==> config.mk <==
export PLATFORM = sky130hd
export DESIGN_NAME = connection_timeout_table_core
export DESIGN_NICKNAME = d
export VERILOG_FILES = /design/src/design/ctt_pkg.sv /design/src/design/ctt_order_unit.sv /design/src/design/connection_timeout_table_core.sv
export SDC_FILE = /design/constraint.sdc
export NUM_CORES = 2
export LEC_CHECK = 0
export ABC_AREA = 1
export BUFFER_PORTS_ARGS = -buffer_cell sky130_fd_sc_hd__buf_2
export CAP_MARGIN = 10
export CORE_MARGIN = 2
export CORE_UTILIZATION = 40
export CTS_CLUSTER_SIZE = 20
export DETAILED_ROUTE_END_ITERATION = 8
export HOLD_SLACK_MARGIN = 0.02
export PLACE_DENSITY = 0.57
export SYNTH_ARGS = -nofsm -noshare
export SYNTH_HDL_FRONTEND = slang
export SYNTH_SLANG_ARGS = --single-unit
==> constraint.sdc <==
create_clock -name clk_i -period 8.4 [get_ports clk_i]
set_input_delay 1.68 -clock clk_i [delete_from_list [all_inputs] [get_ports clk_i]]
set_output_delay 1.68 -clock clk_i [all_outputs]
set_load 0.005 [all_outputs]
==> src/design/ctt_pkg.sv <==
// Shared types and constants for the connection timeout table.
package ctt_pkg;

  // Input operation codes
  localparam logic [1:0] MODE_ARM    = 2'd0;
  localparam logic [1:0] MODE_DISARM = 2'd1;
  localparam logic [1:0] MODE_TICK   = 2'd2;
  localparam logic [1:0] MODE_QUERY  = 2'd3;

  // Result kinds
  localparam logic KIND_EXPIRE = 1'b0;
  localparam logic KIND_QUERY  = 1'b1;

  // Field widths
  localparam int unsigned SLOT_W  = 4;
  localparam int unsigned TMO_W   = 16;
  localparam int unsigned ACT_W   = 5;
  localparam int unsigned TIME_W  = 32;
  localparam int unsigned EXP_W   = 33;
  localparam int unsigned ORDER_W = 32;
  localparam int unsigned MS_W    = 32;
  localparam int unsigned DIFF_W  = 22;

  // Slot ids are 4 bits wide, so at most this many slots can ever be armed
  localparam int unsigned MAX_ENTRIES = 16;

  // Interval conversion
  localparam logic [9:0]        MS_PER_SEC  = 10'd1000;
  localparam logic [EXP_W-1:0]  MS_SAT_SEC  = 33'd2147483;
  localparam logic [MS_W-1:0]   MS_INT_TOP  = 32'h7FFF_FFFF;
  localparam logic [MS_W-1:0]   MS_NONE     = 32'hFFFF_FFFF;

  // Ordering key of one timer: earlier expiry first, then larger age
  typedef struct packed {
    logic [EXP_W-1:0]   expiry;
    logic [ORDER_W-1:0] age;
  } ctt_key_t;

  // Verdict of the ordering unit on the scanned entry
  typedef struct packed {
    logic     take;
    logic     due;
    ctt_key_t key;
  } ctt_cmp_t;

endpackage

==> src/design/ctt_order_unit.sv <==
// Shared ordering unit: decides whether the scanned timer beats the best so far.
module ctt_order_unit (
  input  logic                          cand_armed_i,
  input  logic [ctt_pkg::EXP_W-1:0]     cand_expiry_i,
  input  logic [ctt_pkg::ORDER_W-1:0]   cand_order_i,
  input  logic [ctt_pkg::ORDER_W-1:0]   arm_counter_i,
  input  logic [ctt_pkg::TIME_W-1:0]    now_i,
  input  logic                          due_only_i,
  input  logic                          best_valid_i,
  input  ctt_pkg::ctt_key_t             best_key_i,
  output ctt_pkg::ctt_cmp_t             cmp_o
);
  import ctt_pkg::*;

  logic [ORDER_W-1:0] age;
  logic               due;
  logic               eligible;
  logic               ahead;

  // Age grows with every arm; wraps with the counter
  assign age = arm_counter_i - cand_order_i;

  // Due when expiry is at or before the current second
  assign due      = cand_armed_i && (cand_expiry_i <= {1'b0, now_i});
  assign eligible = cand_armed_i && (!due_only_i || due);

  // Strict ordering keeps the lower index on a full tie
  assign ahead = (cand_expiry_i < best_key_i.expiry) ||
                 ((cand_expiry_i == best_key_i.expiry) && (age > best_key_i.age));

  assign cmp_o.take       = eligible && (!best_valid_i || ahead);
  assign cmp_o.due        = due;
  assign cmp_o.key.expiry = cand_expiry_i;
  assign cmp_o.key.age    = age;

endmodule

==> src/design/connection_timeout_table_core.sv <==
// Top level of the connection timeout table: timer store, scan sequencer, result register.
//
// A table of up to 16 connection timers driven by a one-second tick. Arm and
// disarm do not raise in_stall_o. Every tick or query walks the table through one
// shared ordering unit, one entry per cycle, so the block holds in_stall_o high
// while it works: a query scans once and then forms its answer, and a tick
// rescans the table after each expiry report until every due slot is reported.
// Expiry reports come out in expiry order, ties in arming order, and every
// report of one tick carries the counts as they stand after that whole tick.
// A result waits in the output register while the next command is taken.
module connection_timeout_table_core #(
  parameter int unsigned SLOTS = 16
) (
  input  logic                               clk_i,
  input  logic                               rst_ni,
  // command channel
  input  logic                               in_valid_i,
  output logic                               in_stall_o,
  input  logic [1:0]                         in_mode_i,
  input  logic [ctt_pkg::SLOT_W-1:0]         in_slot_id_i,
  input  logic [ctt_pkg::TMO_W-1:0]          in_timeout_sec_i,
  // result channel
  output logic                               out_valid_o,
  input  logic                               out_stall_i,
  output logic                               out_kind_o,
  output logic [ctt_pkg::SLOT_W-1:0]         out_expired_slot_o,
  output logic signed [ctt_pkg::MS_W-1:0]    out_next_interval_ms_o,
  output logic [ctt_pkg::ACT_W-1:0]          out_active_count_o,
  output logic [ctt_pkg::TIME_W-1:0]         out_timeout_total_o,
  output logic                               out_last_o
);
  import ctt_pkg::*;

  localparam int unsigned ENTRIES = (SLOTS < MAX_ENTRIES) ? SLOTS : MAX_ENTRIES;
  localparam int unsigned IW      = (ENTRIES > 1) ? $clog2(ENTRIES) : 1;

  // Sequencer states
  localparam logic [2:0] ST_IDLE  = 3'd0;
  localparam logic [2:0] ST_SCAN  = 3'd1;
  localparam logic [2:0] ST_EVAL  = 3'd2;
  localparam logic [2:0] ST_EMIT  = 3'd3;
  localparam logic [2:0] ST_QCALC = 3'd4;
  localparam logic [2:0] ST_QOUT  = 3'd5;

  // Query answer selection
  localparam logic [1:0] QA_NONE = 2'd0;
  localparam logic [1:0] QA_ZERO = 2'd1;
  localparam logic [1:0] QA_SAT  = 2'd2;
  localparam logic [1:0] QA_MUL  = 2'd3;

  logic [2:0]         state_q, state_d;
  logic               is_query_q;
  logic               count_pass_q;
  logic [IW-1:0]      idx_q;
  logic               best_valid_q;
  logic [IW-1:0]      best_idx_q;
  ctt_key_t           best_key_q;
  logic [ACT_W-1:0]   due_cnt_q;
  logic [ACT_W-1:0]   n_q;
  logic [ACT_W-1:0]   emitted_q;
  logic [1:0]         qa_q;
  logic [DIFF_W-1:0]  diff_q;

  logic [TIME_W-1:0]  now_q;
  logic [ORDER_W-1:0] arm_counter_q;
  logic [TIME_W-1:0]  total_q;
  logic [ACT_W-1:0]   active_q;

  logic [ENTRIES-1:0] armed_q;
  logic [EXP_W-1:0]   expiry_mem [ENTRIES];
  logic [ORDER_W-1:0] order_mem  [ENTRIES];

  logic               out_valid_q;
  logic               out_kind_q;
  logic [SLOT_W-1:0]  out_slot_q;
  logic [MS_W-1:0]    out_ms_q;
  logic [ACT_W-1:0]   out_active_q;
  logic [TIME_W-1:0]  out_total_q;
  logic               out_last_q;

  logic               in_beat;
  logic               slot_ok;
  logic [IW-1:0]      slot_idx;
  logic               out_free;
  logic               emit_beat;
  logic               qout_beat;
  logic               emit_last;
  logic               scan_end;
  logic [EXP_W-1:0]   diff;
  logic [MS_W-1:0]    ms_prod;
  logic [EXP_W-1:0]   cand_expiry;
  logic [ORDER_W-1:0] cand_order;
  ctt_cmp_t           cmp;

  assign in_stall_o = (state_q != ST_IDLE);
  assign in_beat    = in_valid_i && !in_stall_o;
  assign slot_ok    = ({1'b0, in_slot_id_i} < (SLOT_W + 1)'(ENTRIES));
  assign slot_idx   = in_slot_id_i[IW-1:0];
  assign out_free   = !out_valid_q || !out_stall_i;
  assign emit_beat  = (state_q == ST_EMIT) && out_free;
  assign qout_beat  = (state_q == ST_QOUT) && out_free;
  assign emit_last  = ((emitted_q + 1'b1) == n_q);
  assign scan_end   = (idx_q == IW'(ENTRIES - 1));

  // Store read port at the scan index
  assign cand_expiry = expiry_mem[idx_q];
  assign cand_order  = order_mem[idx_q];

  ctt_order_unit u_order (
    .cand_armed_i  (armed_q[idx_q]),
    .cand_expiry_i (cand_expiry),
    .cand_order_i  (cand_order),
    .arm_counter_i (arm_counter_q),
    .now_i         (now_q),
    .due_only_i    (!is_query_q),
    .best_valid_i  (best_valid_q),
    .best_key_i    (best_key_q),
    .cmp_o         (cmp)
  );

  // Query interval pieces
  assign diff    = best_key_q.expiry - {1'b0, now_q};
  assign ms_prod = MS_W'(diff_q) * MS_W'(MS_PER_SEC);

  // Next state
  always_comb begin
    state_d = state_q;
    unique case (state_q)
      ST_IDLE: begin
        if (in_beat && ((in_mode_i == MODE_TICK) || (in_mode_i == MODE_QUERY))) begin
          state_d = ST_SCAN;
        end
      end
      ST_SCAN: begin
        if (scan_end) state_d = ST_EVAL;
      end
      ST_EVAL: begin
        if (is_query_q) state_d = ST_QCALC;
        else if (best_valid_q) state_d = ST_EMIT;
        else state_d = ST_IDLE;
      end
      ST_EMIT: begin
        if (emit_beat) state_d = emit_last ? ST_IDLE : ST_SCAN;
      end
      ST_QCALC: state_d = ST_QOUT;
      ST_QOUT: begin
        if (qout_beat) state_d = ST_IDLE;
      end
      default: state_d = ST_IDLE;
    endcase
  end

  // Sequencer and counters
  always_ff @(posedge clk_i or negedge rst_ni) begin
    if (!rst_ni) begin
      state_q       <= ST_IDLE;
      is_query_q    <= 1'b0;
      count_pass_q  <= 1'b0;
      idx_q         <= '0;
      best_valid_q  <= 1'b0;
      due_cnt_q     <= '0;
      n_q           <= '0;
      emitted_q     <= '0;
      now_q         <= '0;
      arm_counter_q <= '0;
      total_q       <= '0;
      active_q      <= '0;
    end else begin
      state_q <= state_d;
      unique case (state_q)
        ST_IDLE: begin
          if (in_beat) begin
            idx_q        <= '0;
            best_valid_q <= 1'b0;
            due_cnt_q    <= '0;
            emitted_q    <= '0;
            count_pass_q <= 1'b1;
            is_query_q   <= (in_mode_i == MODE_QUERY);
            unique case (in_mode_i)
              MODE_ARM: begin
                if (slot_ok) begin
                  arm_counter_q <= arm_counter_q + 1'b1;
                  if (!armed_q[slot_idx]) active_q <= active_q + 1'b1;
                end
              end
              MODE_DISARM: begin
                if (slot_ok && armed_q[slot_idx]) active_q <= active_q - 1'b1;
              end
              MODE_TICK: begin
                if (now_q != '1) now_q <= now_q + 1'b1;
              end
              MODE_QUERY: ;
              default: ;
            endcase
          end
        end
        ST_SCAN: begin
          idx_q <= idx_q + 1'b1;
          if (cmp.take) best_valid_q <= 1'b1;
          if (count_pass_q && cmp.due) due_cnt_q <= due_cnt_q + 1'b1;
        end
        ST_EVAL: begin
          // Final counts are known after the first pass of a tick
          if (!is_query_q && count_pass_q) begin
            n_q          <= due_cnt_q;
            total_q      <= total_q + TIME_W'(due_cnt_q);
            active_q     <= active_q - due_cnt_q;
            count_pass_q <= 1'b0;
          end
        end
        ST_EMIT: begin
          if (emit_beat) begin
            emitted_q    <= emitted_q + 1'b1;
            idx_q        <= '0;
            best_valid_q <= 1'b0;
          end
        end
        ST_QCALC: ;
        ST_QOUT: ;
        default: ;
      endcase
    end
  end

  // Best candidate and query answer payload
  always_ff @(posedge clk_i) begin
    if ((state_q == ST_SCAN) && cmp.take) begin
      best_idx_q <= idx_q;
      best_key_q <= cmp.key;
    end
    if (state_q == ST_QCALC) begin
      diff_q <= diff[DIFF_W-1:0];
      priority if (!best_valid_q) begin
        qa_q <= QA_NONE;
      end else if (best_key_q.expiry <= {1'b0, now_q}) begin
        qa_q <= QA_ZERO;
      end else if (diff > MS_SAT_SEC) begin
        qa_q <= QA_SAT;
      end else begin
        qa_q <= QA_MUL;
      end
    end
  end

  // Armed flags
  always_ff @(posedge clk_i or negedge rst_ni) begin
    if (!rst_ni) begin
      armed_q <= '0;
    end else begin
      if (in_beat && slot_ok && (in_mode_i == MODE_ARM)) armed_q[slot_idx] <= 1'b1;
      if (in_beat && slot_ok && (in_mode_i == MODE_DISARM)) armed_q[slot_idx] <= 1'b0;
      if (emit_beat) armed_q[best_idx_q] <= 1'b0;
    end
  end

  // Expiry and arming-order store
  always_ff @(posedge clk_i) begin
    if (in_beat && slot_ok && (in_mode_i == MODE_ARM)) begin
      expiry_mem[slot_idx] <= {1'b0, now_q} + EXP_W'(in_timeout_sec_i);
      order_mem[slot_idx]  <= arm_counter_q;
    end
  end

  // Result register
  always_ff @(posedge clk_i or negedge rst_ni) begin
    if (!rst_ni) begin
      out_valid_q <= 1'b0;
    end else if (emit_beat || qout_beat) begin
      out_valid_q <= 1'b1;
    end else if (!out_stall_i) begin
      out_valid_q <= 1'b0;
    end
  end

  always_ff @(posedge clk_i) begin
    if (emit_beat) begin
      out_kind_q   <= KIND_EXPIRE;
      out_slot_q   <= SLOT_W'(best_idx_q);
      out_ms_q     <= '0;
      out_active_q <= active_q;
      out_total_q  <= total_q;
      out_last_q   <= emit_last;
    end else if (qout_beat) begin
      out_kind_q   <= KIND_QUERY;
      out_slot_q   <= '0;
      out_active_q <= active_q;
      out_total_q  <= total_q;
      out_last_q   <= 1'b1;
      unique case (qa_q)
        QA_NONE: out_ms_q <= MS_NONE;
        QA_ZERO: out_ms_q <= '0;
        QA_SAT:  out_ms_q <= MS_INT_TOP;
        QA_MUL:  out_ms_q <= ms_prod;
        default: out_ms_q <= MS_NONE;
      endcase
    end
  end

  assign out_valid_o            = out_valid_q;
  assign out_kind_o             = out_kind_q;
  assign out_expired_slot_o     = out_slot_q;
  assign out_next_interval_ms_o = $signed(out_ms_q);
  assign out_active_count_o     = out_active_q;
  assign out_timeout_total_o    = out_total_q;
  assign out_last_o             = out_last_q;

endmodule

==> impl_metrics.tcl <==
set metrics [dict create \
    worstSetupStartpointType "register" \
    ctsRootBufferMaster "clkbuf_16" \
    met3WireLength_um 9090 \
    cp_data_arrival_time_ns 7.34 \
    grt_setup_unrepaired "no" \
    via_count_of_the_first_global_routing_pass 42772 \
    dp_worst_setup_slack_ns 1.62 \
    ys_async_sr_fraction 0.106 \
    crit_required_ns 8.82 \
    final.setup_skew_ns 0.0624 \
    total_die_area_um2 163000 \
    totalNegativeSetupSlack_ns 0 \
    dr.first_iter.drc_count 4343 \
    synth-edff-count 1175 \
    numCtsBuffers 148 \
    number_of_nets_in_the_final_layout 6291 \
    synth_cell_type_count 57 \
    met1_length_um 78400 \
    max_freq_mhz 145 \
    cts_resized 0 \
    postSynthRegisterBits 1349 \
    post_synth.cell_area_avg_um2 11.0 \
    critical_path_class "register to register" \
    final.period_utilization 0.823 \
    postCtsHoldBufs 0 \
    clockBufferDepth 3 \
    design.portCount 103 \
    layout.cells.most_common "edfxtp_1" \
    timing.critical_path.mode_cell "nor2_1" \
    power.share.clock 0.272 \
    dr.pass1.iters 6 \
    grt_antenna_before_repair 4 \
    pin_slew_with_the_least_headroom_to_its_limit_ns 1.22 \
    share_of_total_power_consumed_by_net_switching 0.388 \
    synth-main-ff-cell "edfxtp_1" \
    detail_route.wl_per_cell_um 21.6 \
    die_width_um 404 \
    cp_max_fo 161 \
    final_cell_mix "edfxtp_1 (1175), nand2_1 (850), nor2_1 (808), o21ai_0 (643), inv_1 (435)" \
    status "complete, no violations" \
    insertion_delay_ns 0.82 \
    grt_first_pass_wirelength_um 265000 \
    cts.sinks 1349 \
    share_of_layout_cells_above_drive_strength_1 0.0750 \
    route.vias.total 44480 \
    power_frac_comb 0.375 \
    placementRows 146 \
    grt_max_degree 162 \
    initial_core_util 0.404 \
    yosysSeqAreaShare 0.616 \
    worst_slack_ns 1.49 \
    total_count_of_max_transition_violations_in_the_final_report 0 \
    dp_hpwl_um 107000 \
    timing.final.hold_violations 0 \
    synthCells 5833 \
    internal_power_mw 14.7 \
    finalWeightedCongestion 0.925 \
    die-height_um 404 \
    cts_post_setup_buffers_inserted 0 \
    met2_wirelength_from_detailed_routing_um 84200 \
    synth_warnings 0 \
    core-area_um2 159000 \
    synth.net_count 6196 \
    worst_slew_margin_rel 0.185 \
    numPortBuffers 102 \
    worst_ir_drop_vdd_uv 242 \
    vias_per_cell 5.48 \
    wirelength_um 175000 \
    top_layer_used "met5" \
    crit_path_end_kind "register" \
    drcViolationCount 0 \
    final-setup-viol-count 0 \
    min_period_ns 6.91 \
    cts.htree.levels 4 \
    placedCellCount 7841 \
    critPathMaxStageDelay_ns 0.66 \
    cts_tree "done" \
    grt_remaining_overflow 0 \
    fin_hold_ws_ns 0.443 \
    max_cap_violations 0 \
    crit_path_top_delay_cell "dfrtp_4" \
    p_leak_nw 28.1 \
    min_path_type "register to register" \
    seq_power_share 0.353 \
    net-switching-power_mw 9.30 \
    synthesis.area_um2 64100 \
    route.antenna.remaining_nets 0 \
    power_density_nw_per_um2 332 \
    track_usage 0.212 \
    finish.utilization 0.454 \
    clk_transition_reported_paths_ns 0.06 \
    finalNonFillerCells 8116 \
    area_growth_pct 12.6 \
]
[worst paths after layout]
path	startpoint	endpoint	cells after the start	slack (ns)
setup / recovery	idx_q[0]	best_key_q[15]	26	1.49
hold / removal	total_q[0]	out_timeout_total_o[0]	0	0.44
setup reg to reg	idx_q[0]	best_key_q[15]	26	1.49
hold reg to reg	total_q[0]	out_timeout_total_o[0]	0	0.44
max in group asynchronous	rst_ni	idx_q[1]	3	5.72
min in group asynchronous	rst_ni	total_q[31]	1	0.91
[flip-flops by register name (all words and copies together), names as in the netlist, 5 cells and up]
name                    count
active_q                    5
arm_counter_q              32
armed_q                    16
best_key_q                 65
diff_q                     22
due_cnt_q                   5
emitted_q                   5
expiry_mem                528
n_q                         5
now_q                      32
order_mem                 512
out_active_count_o          5
out_next_interval_ms_o     30
out_timeout_total_o        32
total_q                    32
[critical path: cells and delay by family, from the launching register on]
family / cells / cell delay, ns
compound gates: 12 / 2.31
flops: 1 / 0.66
buf+inv: 3 / 1.73
simple gates: 8 / 0.87
fa+ha+maj: 2 / 0.56
xor+xnor: 1 / 0.18
[power by group through the flow]
stage | sequential (mW) | clock [mW] | combinational, mW
after floorplan | 8.46 | 0 | 6.17
after global placement | 8.61 | 0 | 8.80
after detailed placement | 8.61 | 0 | 8.91
after CTS | 8.48 | 6.63 | 8.95
after global routing | 8.52 | 6.91 | 10.1
final | 8.47 | 6.52 | 8.98
[cells in the mapped netlist (all sizes together) (4+ instances only)]
master     n  area, um2
or2        7       43.8
o21a       8       60.1
dfxtp     31        621
nor3b      5       37.5
o31ai      4       30.0
xnor2     47        412
nor4      14        103
a21boi     4       30.0
clkinv     5       18.8
and2       6       37.5
a21o      12       90.1
nand2    854       3220
nand4     48        300
o221ai    89        780
nor2     834       3150
clkbuf   200        751
a21oi    179        896
a211oi     6       45.0
o211ai    23        173
nand3    190        971
a22oi      9       67.6
inv      442       1660
xor2     131       1150
buf       31        146
o21bai     8       60.1
o22ai    174       1090
a31oi     58        363
fa        83       1660
ha       254       3180
dfrtp    143       3580
nand3b    11        108
o21ai    643       3220
a221oi    29        254
nor3      62        370
edfxtp  1175      35300
[per-stage QoR]
stage / cell area [um2] / power, mW
after floorplan: 64100 / 14.6
after global placement: 67100 / 17.4
after detailed placement: 67100 / 17.5
after CTS: 72100 / 24.1
after global routing: 72100 / 25.5
final: 72100 / 24.0
[cell families (layout without fill, tap and decap cells)]
group                      Yosys count  count (layout)  share of synthesized area
adders and majority gates          337             337                     0.0755
and+or+nand+nor                   2035            2035                      0.131
other                                0               2                          0
DFF                               1349            1349                      0.616
buffers and inverters              678             887                     0.0402
AOI/OAI and AO/OA                 1256            1256                      0.113
xor gates and xnor gates           178             178                     0.0243
[per-layer routing]
metal,GRT usage,vias to the layer above
met5,0,-
met2,0.351,1218
met1,0.293,22116
li1,-,20897
met4,0.0513,4
met3,0.0302,245
[area by class of cell]
type / count / area, um2
diodes: 2 / 5.00
fillers: 14554 / 86600
inverters: 447 / 1700
clock inverters: 74 / 958
clock buffers: 190 / 3970
well taps: 2072 / 2590
multi-input cells: 3806 / 22200
repair buffers: 176 / 1270
flip-flops and latches: 1349 / 39500
Note: power is estimated with default switching activity, not from simulation.
